**src/sv/dnsd_pkg.sv**
```systemverilog
`timescale 1ns / 1ps
// ----------------------------------------------------------------------------
// dnsd_pkg
// Shared types and constants for the DNS name decompressor.
// ----------------------------------------------------------------------------
package dnsd_pkg;

    localparam int MSG_BYTES_DEF = 512;
    localparam int MAX_NAME_DEF  = 255;

    localparam int POS_W    = 17;
    localparam int NAME_W   = 8;
    localparam int JUMP_W   = 6;
    localparam int ADDR_W   = 9;
    localparam int BYTE_W   = 8;
    localparam int CHARS_W  = 32;
    localparam int CNT_W    = 3;
    localparam int STAT_W   = 2;
    localparam int IN_W     = 32;
    localparam int OUT_W    = 48;
    localparam int PADDR_W  = 2;
    localparam int PDATA_W  = 32;

    localparam logic [BYTE_W-1:0] PTR_MARK    = 8'd192;
    localparam logic [BYTE_W-1:0] DOT_CHAR    = 8'h2E;
    localparam logic [JUMP_W-1:0] JUMPS_RESET = 6'd16;
    localparam logic [CNT_W-1:0]  PACK_FULL   = 3'd4;

    typedef enum logic {
        CMD_LOAD   = 1'b0,
        CMD_DECODE = 1'b1
    } t_command;

    typedef enum logic [STAT_W-1:0] {
        ST_OK    = 2'd0,
        ST_LONG  = 2'd1,
        ST_JUMPS = 2'd2,
        ST_RANGE = 2'd3
    } t_status;

    typedef enum logic [2:0] {
        S_IDLE,
        S_FETCH,
        S_HEAD,
        S_PTR,
        S_CHAR,
        S_FINAL
    } t_state;

    typedef struct packed {
        logic    load_wr;
        logic    init;
        logic    rd_pos;
        logic    rd_pos1;
        logic    ptr_hi;
        logic    ptr_take;
        logic    head_zero;
        logic    head_label;
        logic    char_adv;
        logic    put_dot;
        logic    put_byte;
        logic    set_status;
        t_status status_code;
        logic    emit_final;
    } t_cmd;

    typedef struct packed {
        logic pos_out;
        logic pos1_out;
        logic rem_zero;
        logic byte_zero;
        logic byte_ptr;
        logic jumps_hit;
        logic first;
        logic name_full;
        logic fill_full;
        logic out_free;
    } t_sts;

endpackage

```
**src/sv/dnsd_ctrl.sv**
```systemverilog
`timescale 1ns / 1ps
// ----------------------------------------------------------------------------
// dnsd_ctrl
// Walk sequencer: load writes, label starts, pointers, label bytes and final beat.
// ----------------------------------------------------------------------------
module dnsd_ctrl (
    input  logic           i_clk,
    input  logic           i_rst_n,
    input  logic           i_in_valid,
    input  logic           i_in_command,
    output logic           o_in_ready,
    input  dnsd_pkg::t_sts i_sts,
    output dnsd_pkg::t_cmd o_cmd
);

    import dnsd_pkg::*;

    t_state r_state, n_state;

    always_ff @(posedge i_clk) begin
        if (!i_rst_n) begin
            r_state <= S_IDLE;
        end else begin
            r_state <= n_state;
        end
    end

    always_comb begin
        n_state    = r_state;
        o_cmd      = '0;
        o_in_ready = 1'b0;

        unique case (r_state)
            S_IDLE: begin
                o_in_ready = 1'b1;
                if (i_in_valid) begin
                    if (t_command'(i_in_command) == CMD_LOAD) begin
                        o_cmd.load_wr = 1'b1;
                    end else begin
                        o_cmd.init = 1'b1;
                        n_state    = S_FETCH;
                    end
                end
            end
            S_FETCH: begin
                if (i_sts.pos_out) begin
                    o_cmd.set_status  = 1'b1;
                    o_cmd.status_code = ST_RANGE;
                    n_state           = S_FINAL;
                end else begin
                    o_cmd.rd_pos = 1'b1;
                    n_state      = i_sts.rem_zero ? S_HEAD : S_CHAR;
                end
            end
            S_HEAD: begin
                priority if (i_sts.byte_zero) begin
                    o_cmd.head_zero = 1'b1;
                    n_state         = S_FINAL;
                end else if (i_sts.byte_ptr) begin
                    priority if (i_sts.pos1_out) begin
                        o_cmd.set_status  = 1'b1;
                        o_cmd.status_code = ST_RANGE;
                        n_state           = S_FINAL;
                    end else if (i_sts.jumps_hit) begin
                        o_cmd.set_status  = 1'b1;
                        o_cmd.status_code = ST_JUMPS;
                        n_state           = S_FINAL;
                    end else begin
                        o_cmd.ptr_hi  = 1'b1;
                        o_cmd.rd_pos1 = 1'b1;
                        n_state       = S_PTR;
                    end
                end else if (i_sts.first) begin
                    o_cmd.head_label = 1'b1;
                    n_state          = S_FETCH;
                end else if (i_sts.name_full) begin
                    o_cmd.head_label  = 1'b1;
                    o_cmd.set_status  = 1'b1;
                    o_cmd.status_code = ST_LONG;
                    n_state           = S_FINAL;
                end else if (!i_sts.fill_full || i_sts.out_free) begin
                    o_cmd.head_label = 1'b1;
                    o_cmd.put_dot    = 1'b1;
                    n_state          = S_FETCH;
                end else begin
                    n_state = S_HEAD;
                end
            end
            S_PTR: begin
                o_cmd.ptr_take = 1'b1;
                n_state        = S_FETCH;
            end
            S_CHAR: begin
                priority if (i_sts.name_full) begin
                    o_cmd.set_status  = 1'b1;
                    o_cmd.status_code = ST_LONG;
                    n_state           = S_FINAL;
                end else if (!i_sts.fill_full || i_sts.out_free) begin
                    o_cmd.put_byte = 1'b1;
                    o_cmd.char_adv = 1'b1;
                    n_state        = S_FETCH;
                end else begin
                    n_state = S_CHAR;
                end
            end
            S_FINAL: begin
                if (i_sts.out_free) begin
                    o_cmd.emit_final = 1'b1;
                    n_state          = S_IDLE;
                end
            end
            default: begin
                n_state = S_IDLE;
            end
        endcase
    end

endmodule

```
**config.mk**
```make
export PLATFORM = sky130hd
export DESIGN_NAME = dnsd_ctrl
export DESIGN_NICKNAME = d
export VERILOG_FILES = /design/src/sv/dnsd_pkg.sv /design/src/sv/dnsd_ctrl.sv
export SDC_FILE = /design/constraint.sdc
export NUM_CORES = 1
export LEC_CHECK = 0
export ABC_AREA = 1
export BUFFER_PORTS_ARGS = -buffer_cell sky130_fd_sc_hd__buf_2
export CORE_AREA = 2 2 39 41
export DETAILED_ROUTE_END_ITERATION = 10
export DIE_AREA = 0 0 41 43
export PLACE_DENSITY = 0.74
export SLEW_MARGIN = 20
export SYNTH_ARGS = -nofsm -noshare
export SYNTH_HDL_FRONTEND = slang
export SYNTH_SLANG_ARGS = --single-unit
```
**constraint.sdc**
```tcl
create_clock -name i_clk -period 3.8 [get_ports i_clk]
set_clock_uncertainty 0.1 [all_clocks]
set_input_delay 0.76 -clock i_clk [delete_from_list [all_inputs] [get_ports i_clk]]
set_output_delay 0.76 -clock i_clk [all_outputs]
set_load 0.05 [all_outputs]
```
==> results of run 1 <==
worst max-delay path: stages:
cell and delay, ns:
buf_2 0.08, inv_1 0.06, o21ai_0 0.27, o21ai_0 0.16
o21ai_2 0.12, buf_2 0.27
kinds of logic after synthesis:
group,after synthesis
buffers and inverters,23
flip-flops,3
AND/OR/NAND/NOR,45
AO/OA/AOI/OAI,11
where the power goes:
part           total [µW]  switching [µW]  leakage, µW  internal (µW)
sequential           46.5            9.46    0.0000245           37.1
clock                58.0            18.6    0.0000150           39.5
combinational         160             118     0.000337           42.3
total                 265             146     0.000376            119
metal layers:
metal  up-vias  share of wire
li1        316              -
met4         0          0.038
met3         4          0.097
met1       239           0.45
met2        30           0.41
met5         -              0
through the flow:
step / instances / worst slack (ns)
2_1_floorplan: 82 / 0.917
3_3_place_gp: 125 / 1.25
3_5_place_dp: 125 / 1.23
4_1_cts: 129 / 1.23
5_1_grt: 129 / 1.09
6_report: 129 / 1.22
cell type report:
class / instances / share of cell area
flip-flops and latches: 3 / 0.0960
multi-input cells: 56 / 0.472
repair buffers: 29 / 0.232
inverters: 21 / 0.126
well taps: 16 / 0.0320
clock buffers: 4 / 0.0420
how the worst max path moves through the flow:
stage / startpoint / end / slack (ns) / cells after the start
floorplan: i_sts[2] / o_cmd[6] / 0.92 / 4
global placement: i_sts[2] / o_cmd[1] / 1.25 / 6
detailed placement: i_sts[2] / o_cmd[1] / 1.23 / 6
CTS: i_sts[2] / o_cmd[1] / 1.23 / 6
global route: i_sts[2] / o_cmd[1] / 1.09 / 6
finish: i_sts[2] / o_cmd[1] / 1.22 / 6
synthesized netlist by cell type (all sizes together):
cell / n
nand4: 3
a21boi: 1
nor2: 16
nor3: 1
o21ai: 8
nand2: 16
buf: 2
inv: 21
a21oi: 2
dfxtp: 3
nand3: 9
==> impl_metrics.json, run 1 <==
{
  "ys_seq_elements": 3,
  "initial_core_util": 0.325,
  "dieArea_um2": 1760,
  "grt_pass1_wl_mm": 1.74,
  "hold_violations": 0,
  "synth_xor_area_frac": 0,
  "status": "finished clean",
  "path_clk_slew_ns": 0.04,
  "synth_compound_area_frac": 0.162,
  "min_from": "r_state[2]",
  "synthAdderAreaFrac": 0,
  "antenna_left": 0,
  "clockBufferDepth": 2,
  "drc": 0,
  "diodes": 0,
  "reg2reg_from": "r_state[2]",
  "period_needed_ns": 2.58,
  "r2r_cells": 7,
  "slew_headroom": 0.759,
  "drive_gt1_frac": 0.407,
  "fp-row-count": 14,
  "wl_per_cell_um": 8.55,
  "design_area_um2": 626,
  "critPathCaptureType": "output pin",
  "worst_pin_slew_ns": 0.358,
  "grt_pass1_vias": 482,
  "ios": 30,
  "syn_avg_cell_area_um2": 5.48,
  "ys_top_cells_by_area": "inv_1 14%, dfxtp_1 13%, nand2_1 13%",
  "synth-simple-area-share": 0.496,
  "grt.busiest_layer": "met2",
  "top_regs": "r_state x3",
  "wl_mm": 1.10,
  "drv_cap": 0,
  "fillers": 161,
  "core_area_um2": 1380,
  "largest_reg_flops": 3,
  "root_buffer": "clkbuf_4",
  "holdPathEnd": "r_state[0]",
  "final_core_util": 0.452,
  "grt_usage": 0.146,
  "fmax_mhz": 388,
  "ys_types": 18,
  "hold_depth": 2,
  "cts.sinks": 3,
  "final_cell_mix": "29 x buf_2, 17 x inv_1, 16 x nand2_1, 13 x nor2_1, 7 x nand3_1",
  "viasPerCell": 4.57,
  "drtIter0Drc": 6,
  "vias": 589,
  "p_leak_uw": 0.000376,
  "ctsHoldBuffers": 0,
  "die_w_um": 41,
  "post-route-period-util": 0.678,
  "yosysTopAreaCell": "inv_1",
  "cp-start-kind": "input port",
  "finalPower_uw": 265,
  "dr.pass1.iters": 4,
  "post_cts_buffers": 0,
  "grtUsageMet2": 0.213,
  "muxShareOfSynthArea": 0,
  "syn-cell-area_um2": 449,
  "rsz0062_at_grt": "no",
  "setup_viol": 0,
  "portBuffers": 29,
  "placed_area_um2": 599,
  "multiInputGateArea_um2": 295,
  "r2r_setup_slack_ns": 2.57,
  "setup-tns-final_ns": 0,
  "cp_data_required_time_ns": 2.94,
  "syn_to_final_growth_pct": 39.3,
  "hp-class": "reg -> reg",
  "syn_inst": 82,
  "yosysTopAreaCellShare": 0.142,
  "mostFrequentLayoutCell": "buf_2",
  "antenna_found_initial": 0,
  "routabilityCongestion": 0.804,
  "clock_latency_ns": 0.24,
  "synth.yosys.warnings": 0,
  "synth-seq-area-share": 0.134,
  "grt_start_max_net_pins": 7,
  "cts_max_level": 1,
  "grt_remaining_overflow": 0,
  "regArea_um2": 60.1,
  "cts_resized": 0,
  "grt_use_met1": 0.173,
  "rr_endpoint": "r_state[0]",
  "grt_use_met3": 0.0314,
  "fp.dieH_um": 43,
  "path_class": "in -> out",
  "cts_tree": "done",
  "crit_fanout": 5,
  "syn_nets": 96,
  "power_density_nw_per_um2": 424,
  "largest-register": "r_state",
  "finalMaxSlewViolations": 0,
  "hpwl_um": 936,
  "cts_made_buffers": 3,
  "worstPathArrival_ns": 1.72,
  "synth_top_family_by_area": "simple AND/OR/NAND/NOR gates",
  "irDropWorstVdd_uv": 139,
  "holdWs_ns": 0.523,
  "finalNetCount": 128
}
No activity file was read; power rests on OpenSTA's default activity.
==> run 2, diff against run 1 <==
--- a/config.mk
+++ b/config.mk
@@ -10,7 +10,7 @@
 export CORE_AREA = 2 2 39 41
 export DETAILED_ROUTE_END_ITERATION = 10
 export DIE_AREA = 0 0 41 43
-export PLACE_DENSITY = 0.74
+export PLACE_DENSITY = 0.76
 export SLEW_MARGIN = 20
 export SYNTH_ARGS = -nofsm -noshare
 export SYNTH_HDL_FRONTEND = slang
==> constraint.sdc (replaced) <==
create_clock -name i_clk -period 2.2 [get_ports i_clk]
set_clock_uncertainty 0.1 [all_clocks]
set_input_delay 0.44 -clock i_clk [delete_from_list [all_inputs] [get_ports i_clk]]
set_output_delay 0.44 -clock i_clk [all_outputs]
set_load 0.05 [all_outputs]
==> run 2 against run 1 <==
  * Core utilization rose by 0.81 points
  * Cell area rose by 1.8%
  * Non-clock buffer count did not move
  * Routed wire length increased by 2.3%
  * Clock power rose by 66%
  * Via count fell by 0.85%
  * Cell count did not move
  * Sequential power is 77% higher
  * Global-route usage decreased by 0.39 points
  * Setup slack got worse by 1.1 ns
  * Largest cell class unchanged
==> impl_metrics.json, run 2 (same netlist as run 1, synthesis figures left out) <==
{
  "die_w_um": 41,
  "vias": 584,
  "period_needed_ns": 2.09,
  "cp-start-kind": "register",
  "cts.sinks": 3,
  "top_regs": "r_state x3",
  "syn_to_final_growth_pct": 41.8,
  "portBuffers": 29,
  "worstPathArrival_ns": 1.55,
  "wl_per_cell_um": 8.74,
  "critPathCaptureType": "output pin",
  "seqPwrFrac": 0.179,
  "cpMaxStageDelayCell": "dfxtp_1",
  "power.net_switching_uw": 251,
  "power_density_nw_per_um2": 723,
  "diodes": 0,
  "cp_data_required_time_ns": 1.66,
  "r2r_cells": 5,
  "routabilityCongestion": 0.812,
  "p_int_uw": 210,
  "largest-register": "r_state",
  "cts_max_level": 1,
  "path_clk_slew_ns": 0.04,
  "post_cts_buffers": 0,
  "antenna_left": 0,
  "hold_violations": 0,
  "final_cell_mix": "27 x buf_2, 17 x inv_1, 16 x nand2_1, 11 x nor2_1, 7 x nand3_1",
  "drv_cap": 0,
  "setup_viol": 0,
  "hp-class": "in -> reg",
  "hold_depth": 3,
  "slew_headroom": 0.738,
  "rr_endpoint": "r_state[1]",
  "post-route-period-util": 0.950,
  "rsz0062_at_grt": "no",
  "cp-startpoint": "r_state[0]",
  "status": "finished clean",
  "finalMaxSlewViolations": 0,
  "critPathMaxStageDelay_ns": 0.38,
  "holdPathEnd": "r_state[2]",
  "drtIter0Drc": 9,
  "combPwrFrac": 0.612,
  "viasPerCell": 4.53,
  "path_class": "reg -> out",
  "r2r_setup_slack_ns": 0.97,
  "drc": 0,
  "ios": 30,
  "grt_remaining_overflow": 0,
  "fp.dieH_um": 43,
  "cts_made_buffers": 3,
  "fmax_mhz": 479,
  "path_cells": "nor3_4 -> inv_2 -> nor2_4 -> inv_2 -> o21ai_2 -> buf_2",
  "wl_mm": 1.13,
  "post-place-ws_ns": 0.249,
  "setup-tns-final_ns": 0,
  "irDropWorstVdd_uv": 231,
  "min_from": "i_rst_n",
  "fillers": 158,
  "fin_ws_ns": 0.111,
  "core_area_um2": 1380,
  "finalPower_uw": 461,
  "dieArea_um2": 1760,
  "antenna_found_initial": 0,
  "p_leak_uw": 0.000375,
  "clockBufferDepth": 2,
  "reg2reg_from": "r_state[0]",
  "swShare": 0.544,
  "worst_pin_slew_ns": 0.389,
  "dr.pass1.iters": 4,
  "final_core_util": 0.460,
  "cp_common_cell": "inv_2",
  "grt_pass1_vias": 512,
  "root_buffer": "clkbuf_4",
  "crit_fanout": 6,
  "grt_start_max_net_pins": 7,
  "clock_latency_ns": 0.23,
  "drive_gt1_frac": 0.434,
  "mostFrequentLayoutCell": "buf_2",
  "holdWs_ns": 0.327,
  "cts_tree": "done",
  "initial_core_util": 0.325,
  "finalNetCount": 128,
  "power_frac_clock": 0.209,
  "hpwl_um": 965,
  "largest_reg_flops": 3,
  "grt_usage": 0.143,
  "grt_pass1_wl_mm": 1.77,
  "fp-row-count": 14
}
[run 2: cell types whose count changed in the layout (fill, tap and decap cells not counted), sizes merged]
cell and change:
buf -2, clkbuf +2
[run 2: power by group through the flow]
| stage | Sequential (µW) | Clock, µW | Combinational, µW |
|---|---|---|---|
| finish | 82.4 | 96.2 | 282 |
| global route | 85.1 | 105 | 309 |
| CTS | 81.6 | 98.3 | 281 |
| detailed placement | 81.4 | 0 | 280 |
| global placement | 80.8 | 0 | 277 |
| floorplan | 79.5 | 0 | 223 |
[run 2: area by class of cell]
type | count | area, µm² | share of cell area
multi-input cells | 56 | 300 | 0.472
repair buffers | 29 | 150 | 0.236
inverters | 21 | 78.8 | 0.124
flip-flops and latches | 3 | 61.3 | 0.0963
clock buffers | 4 | 26.3 | 0.0413
well taps | 16 | 20.0 | 0.0314
[run 2: worst max path at each step]
| stage | slack (ns) | endpoint | cells past startpoint |
|---|---|---|---|
| floorplan | 0.08 | o_cmd[11] | 6 |
| global placement | 0.29 | o_cmd[1] | 6 |
| detailed placement | 0.25 | o_cmd[1] | 6 |
| CTS | 0.09 | o_cmd[1] | 7 |
| global route | 0.006 | o_cmd[1] | 8 |
| finish | 0.11 | o_cmd[2] | 6 |
[run 2: per-stage QoR]
step,cells,cell area [µm²]
floorplan,82,454
global placement,125,604
detailed placement,125,604
CTS,129,631
global route,129,637
finish,129,637
[run 2: worst max-delay path, delay by kind of cell, from the launching register on]
kind / cells / cell delay [ns]
buffers and inverters: 3 / 0.42
flip-flops: 1 / 0.38
AO/OA/AOI/OAI: 1 / 0.12
AND/OR/NAND/NOR: 2 / 0.40
[run 2: per-layer routing]
layer	global-route usage	up-vias	wire, µm
met1	0.174	244	501
met5	0	-	0
li1	-	316	-
met2	0.228	24	531
met3	0.0314	0	95
met4	0.0600	0	0
[run 2: repair_timing]
action | in CTS | in global routing
endpoints found under the setup margin | 0 | 2
resized for setup | 0 | 3
hold buffers | 0 | 0
